**src/sv/slot_id_allocator_core_macros.svh**
```systemverilog
// assertion helpers for the slot allocator
`ifndef SLOT_ID_ALLOCATOR_CORE_MACROS_SVH
`define SLOT_ID_ALLOCATOR_CORE_MACROS_SVH

// same-cycle implication
`define SIA_ASSERT_NOW(lbl, ante, cons, msg) \
  lbl: assert property (@(posedge clk) disable iff (!rst_n) (ante) |-> (cons)) else $error(msg);

// next-cycle implication
`define SIA_ASSERT_NEXT(lbl, ante, cons, msg) \
  lbl: assert property (@(posedge clk) disable iff (!rst_n) (ante) |=> (cons)) else $error(msg);

`endif

```
**src/sv/sia_pkg.sv**
```systemverilog
`default_nettype none
package sia_pkg;

  localparam int SLOTS  = 32;
  localparam int SLOT_W = 5;
  localparam int CNT_W  = 6;
  localparam int HND_W  = 32;

  // operation codes
  typedef enum logic [2:0] {
    MODE_ADD_DYN = 3'd0,
    MODE_ADD_FIX = 3'd1,
    MODE_REMOVE  = 3'd2,
    MODE_GET     = 3'd3,
    MODE_FIRST   = 3'd4,
    MODE_NEXT    = 3'd5,
    MODE_CLEAR   = 3'd6
  } mode_t;

  // result status codes
  typedef enum logic [2:0] {
    ST_OK         = 3'd0,
    ST_FULL       = 3'd1,
    ST_HAS_ID     = 3'd2,
    ST_RANGE      = 3'd3,
    ST_FIX_TAKEN  = 3'd4,
    ST_NO_ID      = 3'd5,
    ST_NOT_FOUND  = 3'd6,
    ST_CONFLICT   = 3'd7
  } status_t;

  // controller states
  typedef enum logic [3:0] {
    S_IDLE, S_DECODE, S_DYN_PUT, S_REMOVE, S_RD_OUT, S_SEARCH, S_CLR_SCAN,
    S_CLR_DONE, S_FIX_DEST, S_MOVE, S_DROP_SCAN, S_DROP_RD, S_DROP_WR,
    S_FIX_PUT, S_PUSH, S_DONE
  } state_t;

  // datapath micro-operations
  typedef enum logic [3:0] {
    OP_NONE, OP_LOAD, OP_CHECK, OP_DYN_PUT, OP_REMOVE, OP_RD_OUT, OP_SEARCH,
    OP_CLR_SCAN, OP_CLR_DONE, OP_FIX_DEST, OP_MOVE, OP_DROP_SCAN, OP_DROP_WR,
    OP_FIX_PUT, OP_PUSH, OP_EMIT
  } dp_op_t;

  typedef struct packed {
    dp_op_t op;
  } dp_cmd_t;

  typedef struct packed {
    logic [2:0] mode;
    logic       chk_ok;
    logic       slot_used;
    logic       slot_instk;
    logic       live_nz;
    logic       idx_zero;
    logic       fix_conflict;
    logic       scan_end;
    logic       scan_hit;
    logic       scan_last;
    logic       drop_hit;
    logic       push_last;
    logic       out_free;
  } dp_stat_t;

endpackage
`default_nettype wire

```
**src/sv/sia_ram.sv**
```systemverilog
`default_nettype none
module sia_ram #(
  parameter int W = 32,
  parameter int D = 32
) (
  input  wire logic                 clk,
  input  wire logic                 we,
  input  wire logic [$clog2(D)-1:0] waddr,
  input  wire logic [W-1:0]         wdata,
  input  wire logic [$clog2(D)-1:0] raddr,
  output logic      [W-1:0]         rdata
);

  logic [W-1:0] mem [D];

  // one write port, registered read port
  always_ff @(posedge clk) begin
    if (we) begin
      mem[waddr] <= wdata;
    end
    rdata <= mem[raddr];
  end

endmodule
`default_nettype wire

```
**src/sv/sia_ctrl.sv**
```systemverilog
`default_nettype none
module sia_ctrl (
  input  wire logic              clk,
  input  wire logic              rst_n,
  input  wire logic              in_tvalid,
  output logic                   in_tready,
  input  wire sia_pkg::dp_stat_t stat,
  output sia_pkg::dp_cmd_t       cmd
);
  import sia_pkg::*;

  state_t state_r, state_nxt;

  always_ff @(posedge clk) begin
    if (!rst_n) begin
      state_r <= S_IDLE;
    end else begin
      state_r <= state_nxt;
    end
  end

  // next state
  always_comb begin
    state_nxt = state_r;
    unique case (state_r)
      S_IDLE: begin
        if (in_tvalid) state_nxt = S_DECODE;
      end
      S_DECODE: begin
        if (!stat.chk_ok) begin
          state_nxt = S_DONE;
        end else begin
          case (stat.mode)
            MODE_ADD_DYN: state_nxt = S_DYN_PUT;
            MODE_ADD_FIX: begin
              if (stat.slot_used) state_nxt = S_FIX_DEST;
              else if (stat.slot_instk) state_nxt = S_DROP_SCAN;
              else state_nxt = S_FIX_PUT;
            end
            MODE_REMOVE: state_nxt = S_REMOVE;
            MODE_GET:    state_nxt = S_RD_OUT;
            MODE_FIRST, MODE_NEXT: state_nxt = S_SEARCH;
            MODE_CLEAR:  state_nxt = stat.live_nz ? S_CLR_SCAN : S_CLR_DONE;
            default:     state_nxt = S_DONE;
          endcase
        end
      end
      S_DYN_PUT, S_REMOVE, S_RD_OUT, S_CLR_DONE: state_nxt = S_DONE;
      S_SEARCH: begin
        if (stat.scan_end) state_nxt = S_DONE;
        else if (stat.scan_hit) state_nxt = S_RD_OUT;
      end
      S_CLR_SCAN: begin
        if (stat.scan_last) state_nxt = S_CLR_DONE;
      end
      S_FIX_DEST: state_nxt = stat.fix_conflict ? S_DONE : S_MOVE;
      S_MOVE:     state_nxt = S_FIX_PUT;
      S_DROP_SCAN: begin
        if (stat.drop_hit) state_nxt = S_DROP_RD;
      end
      S_DROP_RD:  state_nxt = S_DROP_WR;
      S_DROP_WR:  state_nxt = S_FIX_PUT;
      S_FIX_PUT:  state_nxt = stat.idx_zero ? S_DONE : S_PUSH;
      S_PUSH: begin
        if (stat.push_last) state_nxt = S_DONE;
      end
      S_DONE: begin
        if (stat.out_free) state_nxt = S_IDLE;
      end
      default: state_nxt = S_IDLE;
    endcase
  end

  // command outputs
  always_comb begin
    in_tready = 1'b0;
    cmd.op    = OP_NONE;
    unique case (state_r)
      S_IDLE: begin
        in_tready = 1'b1;
        if (in_tvalid) cmd.op = OP_LOAD;
      end
      S_DECODE:    cmd.op = OP_CHECK;
      S_DYN_PUT:   cmd.op = OP_DYN_PUT;
      S_REMOVE:    cmd.op = OP_REMOVE;
      S_RD_OUT:    cmd.op = OP_RD_OUT;
      S_SEARCH:    cmd.op = OP_SEARCH;
      S_CLR_SCAN:  cmd.op = OP_CLR_SCAN;
      S_CLR_DONE:  cmd.op = OP_CLR_DONE;
      S_FIX_DEST:  cmd.op = OP_FIX_DEST;
      S_MOVE:      cmd.op = OP_MOVE;
      S_DROP_SCAN: cmd.op = OP_DROP_SCAN;
      S_DROP_RD:   cmd.op = OP_NONE;
      S_DROP_WR:   cmd.op = OP_DROP_WR;
      S_FIX_PUT:   cmd.op = OP_FIX_PUT;
      S_PUSH:      cmd.op = OP_PUSH;
      S_DONE:      cmd.op = stat.out_free ? OP_EMIT : OP_NONE;
      default:     cmd.op = OP_NONE;
    endcase
  end

endmodule
`default_nettype wire

```
**src/sv/sia_dp.sv**
```systemverilog
`default_nettype none
module sia_dp (
  input  wire logic                  clk,
  input  wire logic                  rst_n,
  input  wire sia_pkg::dp_cmd_t      cmd,
  output sia_pkg::dp_stat_t          stat,
  input  wire logic [2:0]            in_mode,
  input  wire logic [31:0]           in_handle,
  input  wire logic signed [5:0]     in_slot,
  output logic                       out_valid,
  input  wire logic                  out_ready,
  output logic [2:0]                 out_status,
  output logic [4:0]                 out_slot,
  output logic [31:0]                out_handle,
  output logic                       out_moved,
  output logic [31:0]                out_moved_handle,
  output logic [4:0]                 out_moved_slot,
  output logic [5:0]                 out_live
);
  import sia_pkg::*;

  // captured beat
  logic [2:0]        mode_r;
  logic [HND_W-1:0]  handle_r;
  logic [5:0]        slot_r;

  // table state
  logic [SLOTS-1:0]  used_r, fixed_r, instk_r;
  logic [CNT_W-1:0]  depth_r, live_r;
  logic [SLOT_W-1:0] cursor_r;
  logic [7:0]        wcount_r;

  // sequencing registers
  logic [CNT_W-1:0]  scan_r;
  logic [SLOT_W-1:0] pos_r, chk_slot_r, dest_r;
  logic              chk_v_r;

  // result registers
  logic [2:0]        st_r;
  logic [SLOT_W-1:0] so_r, ms_r;
  logic [HND_W-1:0]  ho_r, mh_r;
  logic              mv_r;

  // memories
  logic              h_we, s_we;
  logic [SLOT_W-1:0] h_waddr, h_raddr, s_waddr, s_raddr, s_wdata;
  logic [HND_W-1:0]  h_wdata, h_rdata;
  logic [SLOT_W-1:0] s_rdata;

  logic [SLOT_W-1:0] idx, scan_i, dyn_idx;
  logic              no_id, neg;
  logic [2:0]        chk;
  logic [CNT_W-1:0]  dest6, depth_m1;
  logic              push_ok;

  assign idx      = slot_r[SLOT_W-1:0];
  assign scan_i   = scan_r[SLOT_W-1:0];
  assign no_id    = (slot_r == 6'h3f);
  assign neg      = slot_r[5];
  assign depth_m1 = depth_r - CNT_W'(1);
  assign dyn_idx  = (depth_r != '0) ? s_rdata : live_r[SLOT_W-1:0];
  assign dest6    = (depth_r != '0) ? {1'b0, s_rdata} : live_r - CNT_W'(1);
  assign push_ok  = (scan_r < {1'b0, idx}) && !used_r[scan_i] && !instk_r[scan_i] &&
                    (depth_r < CNT_W'(SLOTS));

  // early checks per operation
  always_comb begin
    chk = ST_OK;
    case (mode_r)
      MODE_ADD_DYN: begin
        if (live_r >= CNT_W'(SLOTS)) chk = ST_FULL;
        else if (!no_id) chk = ST_HAS_ID;
      end
      MODE_ADD_FIX: begin
        if (no_id) chk = ST_NO_ID;
        else if (neg) chk = ST_RANGE;
        else if (used_r[idx] && fixed_r[idx]) chk = ST_FIX_TAKEN;
      end
      MODE_REMOVE, MODE_GET: begin
        if (no_id) chk = ST_NO_ID;
        else if (neg) chk = ST_RANGE;
        else if (!used_r[idx]) chk = ST_NOT_FOUND;
      end
      MODE_FIRST: begin
        if (live_r == '0) chk = ST_NOT_FOUND;
      end
      MODE_NEXT: begin
        if (wcount_r == {2'b00, live_r}) chk = ST_NOT_FOUND;
      end
      MODE_CLEAR: chk = ST_OK;
      default:    chk = ST_RANGE;
    endcase
  end

  // status toward the controller
  always_comb begin
    stat.mode         = mode_r;
    stat.chk_ok       = (chk == ST_OK);
    stat.slot_used    = used_r[idx];
    stat.slot_instk   = instk_r[idx];
    stat.live_nz      = (live_r != '0);
    stat.idx_zero     = (idx == '0);
    stat.fix_conflict = dest6[5] || (dest6[SLOT_W-1:0] == idx) || used_r[dest6[SLOT_W-1:0]];
    stat.scan_end     = scan_r[5];
    stat.scan_hit     = !scan_r[5] && used_r[scan_i];
    stat.scan_last    = (scan_i == SLOT_W'(SLOTS - 1));
    stat.drop_hit     = chk_v_r && (s_rdata == idx);
    stat.push_last    = (scan_r + CNT_W'(1) == {1'b0, idx});
    stat.out_free     = !out_valid || out_ready;
  end

  // memory port selection
  always_comb begin
    h_raddr = (cmd.op == OP_SEARCH) ? scan_i : idx;
    h_we    = 1'b0;
    h_waddr = idx;
    h_wdata = handle_r;
    s_raddr = (cmd.op == OP_DROP_SCAN) ? scan_i : depth_m1[SLOT_W-1:0];
    s_we    = 1'b0;
    s_waddr = depth_r[SLOT_W-1:0];
    s_wdata = idx;
    case (cmd.op)
      OP_DYN_PUT: begin
        h_we    = 1'b1;
        h_waddr = dyn_idx;
      end
      OP_MOVE: begin
        h_we    = 1'b1;
        h_waddr = dest_r;
        h_wdata = h_rdata;
      end
      OP_FIX_PUT: h_we = 1'b1;
      OP_REMOVE:  s_we = (depth_r < CNT_W'(SLOTS));
      OP_DROP_WR: begin
        s_we    = 1'b1;
        s_waddr = pos_r;
        s_wdata = s_rdata;
      end
      OP_PUSH: begin
        s_we    = push_ok;
        s_wdata = scan_i;
      end
      default: ;
    endcase
  end

  sia_ram #(.W(HND_W), .D(SLOTS)) u_handle_ram (
    .clk(clk), .we(h_we), .waddr(h_waddr), .wdata(h_wdata),
    .raddr(h_raddr), .rdata(h_rdata)
  );

  sia_ram #(.W(SLOT_W), .D(SLOTS)) u_stack_ram (
    .clk(clk), .we(s_we), .waddr(s_waddr), .wdata(s_wdata),
    .raddr(s_raddr), .rdata(s_rdata)
  );

  // table control state
  always_ff @(posedge clk) begin
    if (!rst_n) begin
      used_r   <= '0;
      fixed_r  <= '0;
      instk_r  <= '0;
      depth_r  <= '0;
      live_r   <= '0;
      cursor_r <= '0;
      wcount_r <= '0;
      chk_v_r  <= 1'b0;
    end else begin
      case (cmd.op)
        OP_CHECK: chk_v_r <= 1'b0;
        OP_DYN_PUT: begin
          used_r[dyn_idx]  <= 1'b1;
          fixed_r[dyn_idx] <= 1'b0;
          live_r           <= live_r + CNT_W'(1);
          if (depth_r != '0) begin
            depth_r          <= depth_m1;
            instk_r[dyn_idx] <= 1'b0;
          end
        end
        OP_REMOVE: begin
          if (depth_r < CNT_W'(SLOTS)) begin
            depth_r      <= depth_r + CNT_W'(1);
            instk_r[idx] <= 1'b1;
          end
          used_r[idx]  <= 1'b0;
          fixed_r[idx] <= 1'b0;
          if (live_r != '0) live_r <= live_r - CNT_W'(1);
          wcount_r <= wcount_r - 8'd1;
        end
        OP_SEARCH: begin
          if (!scan_r[5] && used_r[scan_i]) begin
            cursor_r <= scan_i;
            wcount_r <= (mode_r == MODE_FIRST) ? 8'd1 : wcount_r + 8'd1;
          end
        end
        OP_CLR_SCAN: begin
          if (used_r[scan_i]) cursor_r <= scan_i;
        end
        OP_CLR_DONE: begin
          if (live_r != '0) wcount_r <= {2'b00, live_r};
          used_r  <= '0;
          fixed_r <= '0;
          instk_r <= '0;
          depth_r <= '0;
          live_r  <= '0;
        end
        OP_FIX_DEST: begin
          if (!(dest6[5] || (dest6[SLOT_W-1:0] == idx) || used_r[dest6[SLOT_W-1:0]])) begin
            if (depth_r != '0) begin
              depth_r                      <= depth_m1;
              instk_r[dest6[SLOT_W-1:0]]   <= 1'b0;
            end
          end
        end
        OP_MOVE: begin
          used_r[dest_r]  <= 1'b1;
          fixed_r[dest_r] <= 1'b0;
        end
        OP_DROP_SCAN: chk_v_r <= (scan_r < depth_r);
        OP_DROP_WR: begin
          depth_r      <= depth_m1;
          instk_r[idx] <= 1'b0;
        end
        OP_FIX_PUT: begin
          used_r[idx]  <= 1'b1;
          fixed_r[idx] <= 1'b1;
          if (!mv_r) live_r <= live_r + CNT_W'(1);
        end
        OP_PUSH: begin
          if (push_ok) begin
            depth_r         <= depth_r + CNT_W'(1);
            instk_r[scan_i] <= 1'b1;
          end
        end
        default: ;
      endcase
    end
  end

  // beat capture, scan counter and result fields
  always_ff @(posedge clk) begin
    case (cmd.op)
      OP_LOAD: begin
        mode_r   <= in_mode;
        handle_r <= in_handle;
        slot_r   <= in_slot;
        st_r     <= ST_OK;
        so_r     <= '0;
        ho_r     <= '0;
        mv_r     <= 1'b0;
        mh_r     <= '0;
        ms_r     <= '0;
      end
      OP_CHECK: begin
        st_r   <= chk;
        scan_r <= (mode_r == MODE_NEXT) ? {1'b0, cursor_r} + CNT_W'(1) : '0;
        if (mode_r == MODE_GET && chk == ST_OK) so_r <= idx;
      end
      OP_DYN_PUT: so_r <= dyn_idx;
      OP_REMOVE:  so_r <= idx;
      OP_RD_OUT:  ho_r <= h_rdata;
      OP_SEARCH: begin
        if (scan_r[5]) st_r <= ST_NOT_FOUND;
        else if (used_r[scan_i]) so_r <= scan_i;
        else scan_r <= scan_r + CNT_W'(1);
      end
      OP_CLR_SCAN:  scan_r <= scan_r + CNT_W'(1);
      OP_FIX_DEST: begin
        dest_r <= dest6[SLOT_W-1:0];
        if (dest6[5] || (dest6[SLOT_W-1:0] == idx) || used_r[dest6[SLOT_W-1:0]]) begin
          st_r <= ST_CONFLICT;
        end
      end
      OP_MOVE: begin
        mv_r <= 1'b1;
        mh_r <= h_rdata;
        ms_r <= dest_r;
      end
      OP_DROP_SCAN: begin
        chk_slot_r <= scan_i;
        scan_r     <= scan_r + CNT_W'(1);
        if (chk_v_r && (s_rdata == idx)) pos_r <= chk_slot_r;
      end
      OP_FIX_PUT: begin
        so_r   <= idx;
        scan_r <= '0;
      end
      OP_PUSH: scan_r <= scan_r + CNT_W'(1);
      default: ;
    endcase
  end

  // output register
  always_ff @(posedge clk) begin
    if (!rst_n) begin
      out_valid <= 1'b0;
    end else if (cmd.op == OP_EMIT) begin
      out_valid <= 1'b1;
    end else if (out_ready) begin
      out_valid <= 1'b0;
    end
  end

  always_ff @(posedge clk) begin
    if (cmd.op == OP_EMIT) begin
      out_status       <= st_r;
      out_slot         <= so_r;
      out_handle       <= ho_r;
      out_moved        <= mv_r;
      out_moved_handle <= mh_r;
      out_moved_slot   <= ms_r;
      out_live         <= live_r;
    end
  end

endmodule
`default_nettype wire

```
**src/sv/slot_id_allocator_core.sv**
```systemverilog
`default_nettype none
// Slot id allocator for 32 slots. Each input beat carries one command (in_tuser)
// with a handle and a signed slot id; each command yields exactly one result
// beat with a status and the live count. Commands run one at a time: a beat is
// accepted, then worked through by a small sequencer that touches one table or
// free-stack entry per cycle through small RAMs with one write port and one
// registered read port. A rejected command goes straight to its result beat;
// dynamic add, remove and get need no scan; first and next scan the occupancy
// bits one slot per cycle; clear with a non-empty table scans all 32 slots; a
// fixed add may search the free stack and then scan the slots below the claimed
// one. A result that is still held in the output register delays the next one.
// The next beat is accepted as soon as the result has moved into the output
// register.
module slot_id_allocator_core (
  input  wire logic        clk,
  input  wire logic        rst_n,
  input  wire logic        in_tvalid,
  output logic             in_tready,
  input  wire logic [39:0] in_tdata,   // handle[31:0], slot[37:32], zero pad
  input  wire logic [2:0]  in_tuser,   // mode[2:0]
  output logic             out_tvalid,
  input  wire logic        out_tready,
  output logic [87:0]      out_tdata,  // slot_out[4:0], handle_out[36:5], moved[37],
                                       // moved_handle[69:38], moved_slot[74:70],
                                       // live_count_out[80:75], zero pad
  output logic [2:0]       out_tuser   // status[2:0]
);
  import sia_pkg::*;

  dp_cmd_t     cmd;
  dp_stat_t    stat;
  logic [2:0]  o_status;
  logic [4:0]  o_slot, o_mslot;
  logic [31:0] o_handle, o_mhandle;
  logic        o_moved;
  logic [5:0]  o_live;

  sia_ctrl u_ctrl (
    .clk(clk), .rst_n(rst_n), .in_tvalid(in_tvalid), .in_tready(in_tready),
    .stat(stat), .cmd(cmd)
  );

  sia_dp u_dp (
    .clk(clk), .rst_n(rst_n), .cmd(cmd), .stat(stat),
    .in_mode(in_tuser), .in_handle(in_tdata[31:0]), .in_slot(in_tdata[37:32]),
    .out_valid(out_tvalid), .out_ready(out_tready),
    .out_status(o_status), .out_slot(o_slot), .out_handle(o_handle),
    .out_moved(o_moved), .out_moved_handle(o_mhandle), .out_moved_slot(o_mslot),
    .out_live(o_live)
  );

  // result beat packing
  assign out_tuser = o_status;
  assign out_tdata = {7'd0, o_live, o_mslot, o_mhandle, o_moved, o_handle, o_slot};

`include "slot_id_allocator_core_macros.svh"

  `SIA_ASSERT_NEXT(a_one_at_a_time, in_tvalid && in_tready, !in_tready, "beat accepted while busy")
  `SIA_ASSERT_NOW(a_live_bound, out_tvalid, out_tdata[80:75] <= 6'd32, "live count above table size")
  `SIA_ASSERT_NOW(a_move_only_ok, out_tvalid && out_tuser != ST_OK, !out_tdata[37], "move flagged on error")

endmodule
`default_nettype wire

```
**config.mk**
```make
export PLATFORM = sky130hd
export DESIGN_NAME = slot_id_allocator_core
export DESIGN_NICKNAME = d
export VERILOG_FILES = /design/src/sv/sia_pkg.sv /design/src/sv/sia_ram.sv /design/src/sv/sia_ctrl.sv /design/src/sv/sia_dp.sv /design/src/sv/slot_id_allocator_core.sv
export VERILOG_INCLUDE_DIRS = /design/src /design/src/sv
export SDC_FILE = /design/constraint.sdc
export NUM_CORES = 2
export LEC_CHECK = 0
export ABC_AREA = 0
export CORE_MARGIN = 2
export CORE_UTILIZATION = 55
export CTS_CLUSTER_DIAMETER = 50
export CTS_CLUSTER_SIZE = 8
export DETAILED_ROUTE_END_ITERATION = 10
export DONT_BUFFER_PORTS = 1
export PLACE_DENSITY = 0.7
export SETUP_SLACK_MARGIN = 0.02
export SYNTH_ARGS = -nofsm -noshare
export SYNTH_HDL_FRONTEND = slang
export SYNTH_SLANG_ARGS = --single-unit
```
**constraint.sdc**
```tcl
create_clock -name clk -period 15.3 [get_ports clk]
set_input_delay 0.765 -clock clk [delete_from_list [all_inputs] [get_ports clk]]
set_output_delay 0.765 -clock clk [all_outputs]
set_load 0.02 [all_outputs]
```
# Word-level counts from Yosys, hierarchy flattened
# Memories as Yosys holds them, arrays and structs flattened. A register that Yosys moved wholly into a read port is not among the register bits.
# Index checks and enable logic that the tools add are counted.
# op_classes
n_mux	106
order_cmp	14
n_reduce_logical	55
add_sub_neg	8
bitwise_logic	17
n_eq_ne	64
# ops
cell	count
$pmux W32 S5	2
$and A32 B32 Y32	7
$mux W32	6
$or A32 B32 Y32	6
$pmux W32 S6	1
$not A32 Y32	4
$pmux W32 S2	2
$eq A4 B4 Y1 const B	16
$pmux W4 S16	1
$mux W6	10
$pmux W4 S12	1
$pmux W6 S4	2
$mux W4	10
$mux W5	8
$pmux W5 S2	4
$mux W3	13
$pmux W6 S6	1
$eq A4 B3 Y1 const B	8
$bmux W1 S5	6
$lt A5 B6 Y1 const B	5
$demux W1 S5	5
$ge A5 B1 Y1 const B	5
$pmux W5 S5	1
$mux W8	3
49 further kinds	137
# totals
mem_count	2
inputBits	47
wordCells	297
output_inout_bits	93
ff_bits	351
ram_bits	1184
# memory_table
memory	words	width	rd	rd_ports_with_merged_regs	write_ports	line	text
u_dp.u_handle_ram.mem	32	32	1	1	1	sia_ram.sv:14	logic [W-1:0] mem [D];
u_dp.u_stack_ram.mem	32	5	1	1	1	sia_ram.sv:14	

# Depth between registers and ports, before layout
# depth
word_depth	11
mapped_depth	15
mapped_depth_nobuf	10

# Cells and area by module
# From an unflattened synthesis, not the netlist that was laid out.
# hier_totals
cells_unflattened	4677
area_unflattened_um2	67049.3
# modules_own_cells
module	instances	cells_each	seq_area_each_um2	area_each_um2
sia_ram (u_dp.u_handle_ram)	1	2260	31390.1	40485.1
sia_dp	1	2033	9188.8	19467.4
sia_ram (u_dp.u_stack_ram)	1	277	4904.7	6344.8
sia_ctrl	1	98	80.1	688.2
slot_id_allocator_core	1	9	0.0	63.8

# Worst setup path before layout
# Ideal clock, no wire load.
# synth_path
path_type	reg-to-reg
startpoint	register u_ctrl.state_r[0]
endpoint	register u_dp.out_handle[0], enable pin
stages_incl_launch_ff	5
n_path_buf	2
setup_time_ns	0.536
path_slack_ns	10.075
t_required_ns	14.764
arrival_time_ns	4.689
period_less_slack_ns	5.225
cell_sequence	dfxtp_1 buf_2 buf_1 nand4_1 nor2b_1
# synth_via
elab_chain_len	3
elab_cells_between_ends	18
classes_between	eq/ne: 16; mux: 1; reduce/logical: 1
# synth_lines
item	line	text
start: declaration	sia_ctrl.sv:12	state_t state_r, state_nxt;
start signal: assignment	sia_ctrl.sv:18	state_r <= state_nxt;
$eq A4 B4 Y1, or another cell as far along	sia_ctrl.sv:78	unique case (state_r)
$pmux W4 S16 (*)	sia_ctrl.sv:78	
$eq A4 B4 Y1 (*)	sia_dp.sv:305	if (cmd.op == OP_EMIT) begin
end signal: assignment	sia_dp.sv:308	out_handle <= ho_r;
end: declaration	sia_dp.sv:14	output logic [31:0] out_handle,
# Every way passes the cells marked *; elsewhere a longest branch is shown, timed or not.
# A chain may end at the register's enable or synchronous reset.

# Worst setup path in the final report
# layout_path
startpoint	register u_ctrl.state_r[1]
endpoint	register u_dp.u_handle_ram.rdata[22] (read register of u_dp.u_handle_ram.mem)
# layout_via
elab_chain_len	4
elab_cells_between_ends	19
classes_between	eq/ne: 16; mux: 2; reduce/logical: 1
# layout_lines
item	line	text
$eq A4 B4 Y1, or another cell as far along	sia_ctrl.sv:78	
$pmux W4 S16 (*)	sia_ctrl.sv:78	
$eq A4 B3 Y1 (*)	sia_dp.sv:114	h_raddr = (cmd.op == OP_SEARCH) ? scan_i : idx;
$mux W5 (*)	sia_dp.sv:114	
end: declaration	sia_ram.sv:11	output logic [W-1:0] rdata
# Marks and branches as above.

==> out/results.ini <==
[cts]
clk_latency_ns=0.85
post_cts_buffers=0
clkTransAtPathRegs_ns=0.06
cts.path.max_buffers=3
numClockSinks=1572
htree_levels=4
cts_root_buf=clkbuf_16
cts_buffers=222
cts_tree=built

[timing]
clock_skew_ns=0.0629
setup_violations=0
tns_ns=0
hold_viol=0
fmax_mhz=174
worstMarginPinSlew_ns=1.23
maxSlewHeadroom=0.181
period_minus_slack_ns=5.76
rsz0062_at_grt=no
final.period_utilization=0.376
drv_slew=0

[setup_path]
endpoint_kind=flip-flop
reg2reg_to=u_dp.u_handle_ram.rdata[22]
start_kind=flip-flop
rrSetupSlack_ns=9.54
crit_required_ns=15.88
critical_path_arrival_ns=6.34
rr_startpoint=u_ctrl.state_r[1]
worstSetupPathType=flip-flop to flip-flop
rr_worst_depth=11
crit_fanout=47

[layout]
final_nets=4670
drive_above_1_share=0.161
nFillCells=8640
multi_input_area_mm2=0.0204
instances_no_fill=6399
area_delta_synth_final_pct=13.0
stdcell_area_mm2=0.0759
regArea_mm2=0.0456

[synthesis]
synth_area_mm2=0.0672
synth_cell_types=100
ys_seq_area_frac=0.678
ys_ff_latch=1572
synth.area.top_cells=edfxtp_1 63%, mux4_2 9.3%, dfxtp_1 4.9%
syn-instance-count=4562
synth_edf_count=1408
synthDominantCellAreaShare=0.629
yosysTopAreaCell=edfxtp_1
synthFlopType=edfxtp_1
synth_area_per_cell_um2=14.7
ys.warnings.count=0
synthArstFlopShare=0

[pwr]
p_leak_nw=25.0
power_density_mw_per_mm2=188
fin_total_pwr_w=0.0142
vdd_drop_max_uv=163

[placed_design]
place_area_mm2=0.0690
io_buffers=0
globalplace.congestion=0.989
dp_cells=5961
dpl.hpwl_mm=108

[global_route]
grt_usage=0.308
antenna_found_initial=7
grt_first_pass_wirelength_mm=281
grt_start_max_net_pins=164
globalRoute.totalOverflow=0
grt_pass1_vias=41900

[worst_hold_path]
min-delay-start=in_tdata[18]
min_path_type=input port to flip-flop
holdPathStages=0
whs_endpoint=u_dp.handle_r[18]

[drt]
wirelength_mm=193
detail_route.first_pass.iterations=8
viasPerCell=6.68
antenna_left=0
drt_iter0_markers=6238
met2WireLength_mm=89.4
drt-met1-wl_mm=73.2
via_count=42800
route.met3.wl_mm=21.3
top_layer=met5
drt-wirelength-per-cell_um=30.2
drc=0

[floorplan]
io_pins=140
dieArea_mm2=0.125
chipHeight_um=353
initial_utilization=0.553
die_x_um=353
rows=128
coreArea_mm2=0.122

[job]
cap_violations=0

[status]
status=finished clean

## placed cells by master, fill, tap and decap left out, types with 14 or more instances in the layout
cell / instances
edfxtp_1: 1408
nand2_1: 502
mux4_2: 277
clkbuf_16: 226
nand3_1: 217
a21oi_1: 191
nor2_1: 183
dfxtp_1: 164
clkbuf_1: 146
o21ai_0: 140
and2_1: 108
buf_4: 99
a211oi_1: 87
mux2i_1: 76
o22ai_1: 72
nor3_1: 57
a21o_1: 47
o21ai_1: 43
a31oi_1: 43
o21a_1: 43
dlygate4sd3_1: 40
and3_1: 33
nor2_4: 29
inv_1: 28
nand2b_1: 27
a22oi_1: 25
ha_1: 23
o31ai_1: 22
o22ai_2: 21
nor2b_1: 17
xor2_1: 16
or3_1: 15
and2_0: 15
o211ai_1: 14
## power by group
part	leakage (nW)	internal, W	switching (W)
combinational	7.85	0.00125	0.00281
sequential	14.1	0.00537	0.000237
clock	3.11	0.00276	0.00181
## stage by stage
step,hold WS [ns],setup slack (ns),util
2_1_floorplan,0.400,10.07,-
3_3_place_gp,0.401,9.48,0.567
3_5_place_dp,0.405,9.45,0.567
4_1_cts,0.00129,9.44,0.625
5_1_grt,0.0200,9.12,0.625
6_report,0.0496,9.54,0.625
## flip-flops by register name, summed over array words and instances (netlist names), 8 cells and up
signal and flops:
u_dp.fixed_r 32, u_dp.handle_r 32, u_dp.ho_r 32, u_dp.instk_r 32
u_dp.mh_r 32, u_dp.out_handle 32, u_dp.out_moved_handle 32, u_dp.u_handle_ram.mem 1024
u_dp.u_handle_ram.rdata 32, u_dp.u_stack_ram.mem 160, u_dp.used_r 32, u_dp.wcount_r 8
## routing by layer
metal | vias up | GRT usage
met4 | 8 | 0.151
met1 | 21500 | 0.419
li1 | 17900 | -
met5 | - | 0
met3 | 509 | 0.0715
met2 | 2800 | 0.472
## worst max path at each step
stage                       from                           to  slack (ns)  depth (start not counted)
2_1_floorplan  u_ctrl.state_r[0]           u_dp.out_handle[0]       10.07                          4
3_3_place_gp   u_ctrl.state_r[1]  u_dp.u_handle_ram.rdata[22]        9.48                         11
3_5_place_dp   u_ctrl.state_r[1]  u_dp.u_handle_ram.rdata[22]        9.45                         11
4_1_cts        u_ctrl.state_r[1]  u_dp.u_handle_ram.rdata[22]        9.44                         11
5_1_grt        u_ctrl.state_r[1]  u_dp.u_handle_ram.rdata[22]        9.12                         11
6_report       u_ctrl.state_r[1]  u_dp.u_handle_ram.rdata[22]        9.54                         11
## cell usage after synthesis (16+ instances only)
cell type / number
o21ai_1: 45
dfxtp_1: 164
o31ai_1: 22
mux4_2: 277
buf_1: 22
nand3_1: 218
o22ai_1: 72
nor3_1: 58
nand2_1: 503
and2_1: 108
o22ai_2: 21
o21ai_0: 141
xor2_1: 16
nor2_1: 215
a211oi_1: 87
nor2b_1: 18
edfxtp_1: 1408
inv_1: 36
buf_2: 58
o21a_1: 43
mux2i_1: 78
and3_1: 33
a21o_1: 49
clkbuf_1: 228
a21oi_1: 195
a22oi_1: 25
ha_1: 23
buf_4: 18
nand2b_1: 27
a31oi_1: 43
## what timing repair did
action | 4_1_cts | 5_1_grt
hold buffers | 40 | 0
gates resized for setup | 0 | 0
endpoints found under the hold margin | 40 | 0
## cell families (layout without fill, tap and decap cells)
kind of cell,Yosys count,count (layout),synth area share
adders and majority gates,23,23,0.00428
and+or+nand+nor,1298,1298,0.0915
other,1,10,0.0000558
AOI/OAI and AO/OA,895,895,0.0900
buffers and inverters,371,574,0.0240
muxes,373,373,0.108
DFF,1572,1572,0.678
xor gates and xnor gates,29,29,0.00378
## final cells by class
class | count | area share
well taps | 1625 | 0.0268
multi-input cells | 2625 | 0.269
repair buffers | 142 | 0.0159
clock buffers | 374 | 0.0821
diodes | 3 | 0.0000989
inverters | 37 | 0.00183
flip-flops and latches | 1572 | 0.600
clock inverters | 21 | 0.00420
## worst max-delay path, cell delays in order, from the launching register on
cell and delay [ns]:
dfxtp_1 0.79, and2b_1 0.34, nand2_1 0.44, mux2i_4 0.31, buf_4 0.67, buf_4 0.91
buf_4 0.77, mux4_2 0.60, nand2_1 0.09, nand3_1 0.08, nand3_1 0.15, o21ai_0 0.30
Note: power is estimated with default switching activity, not from simulation.
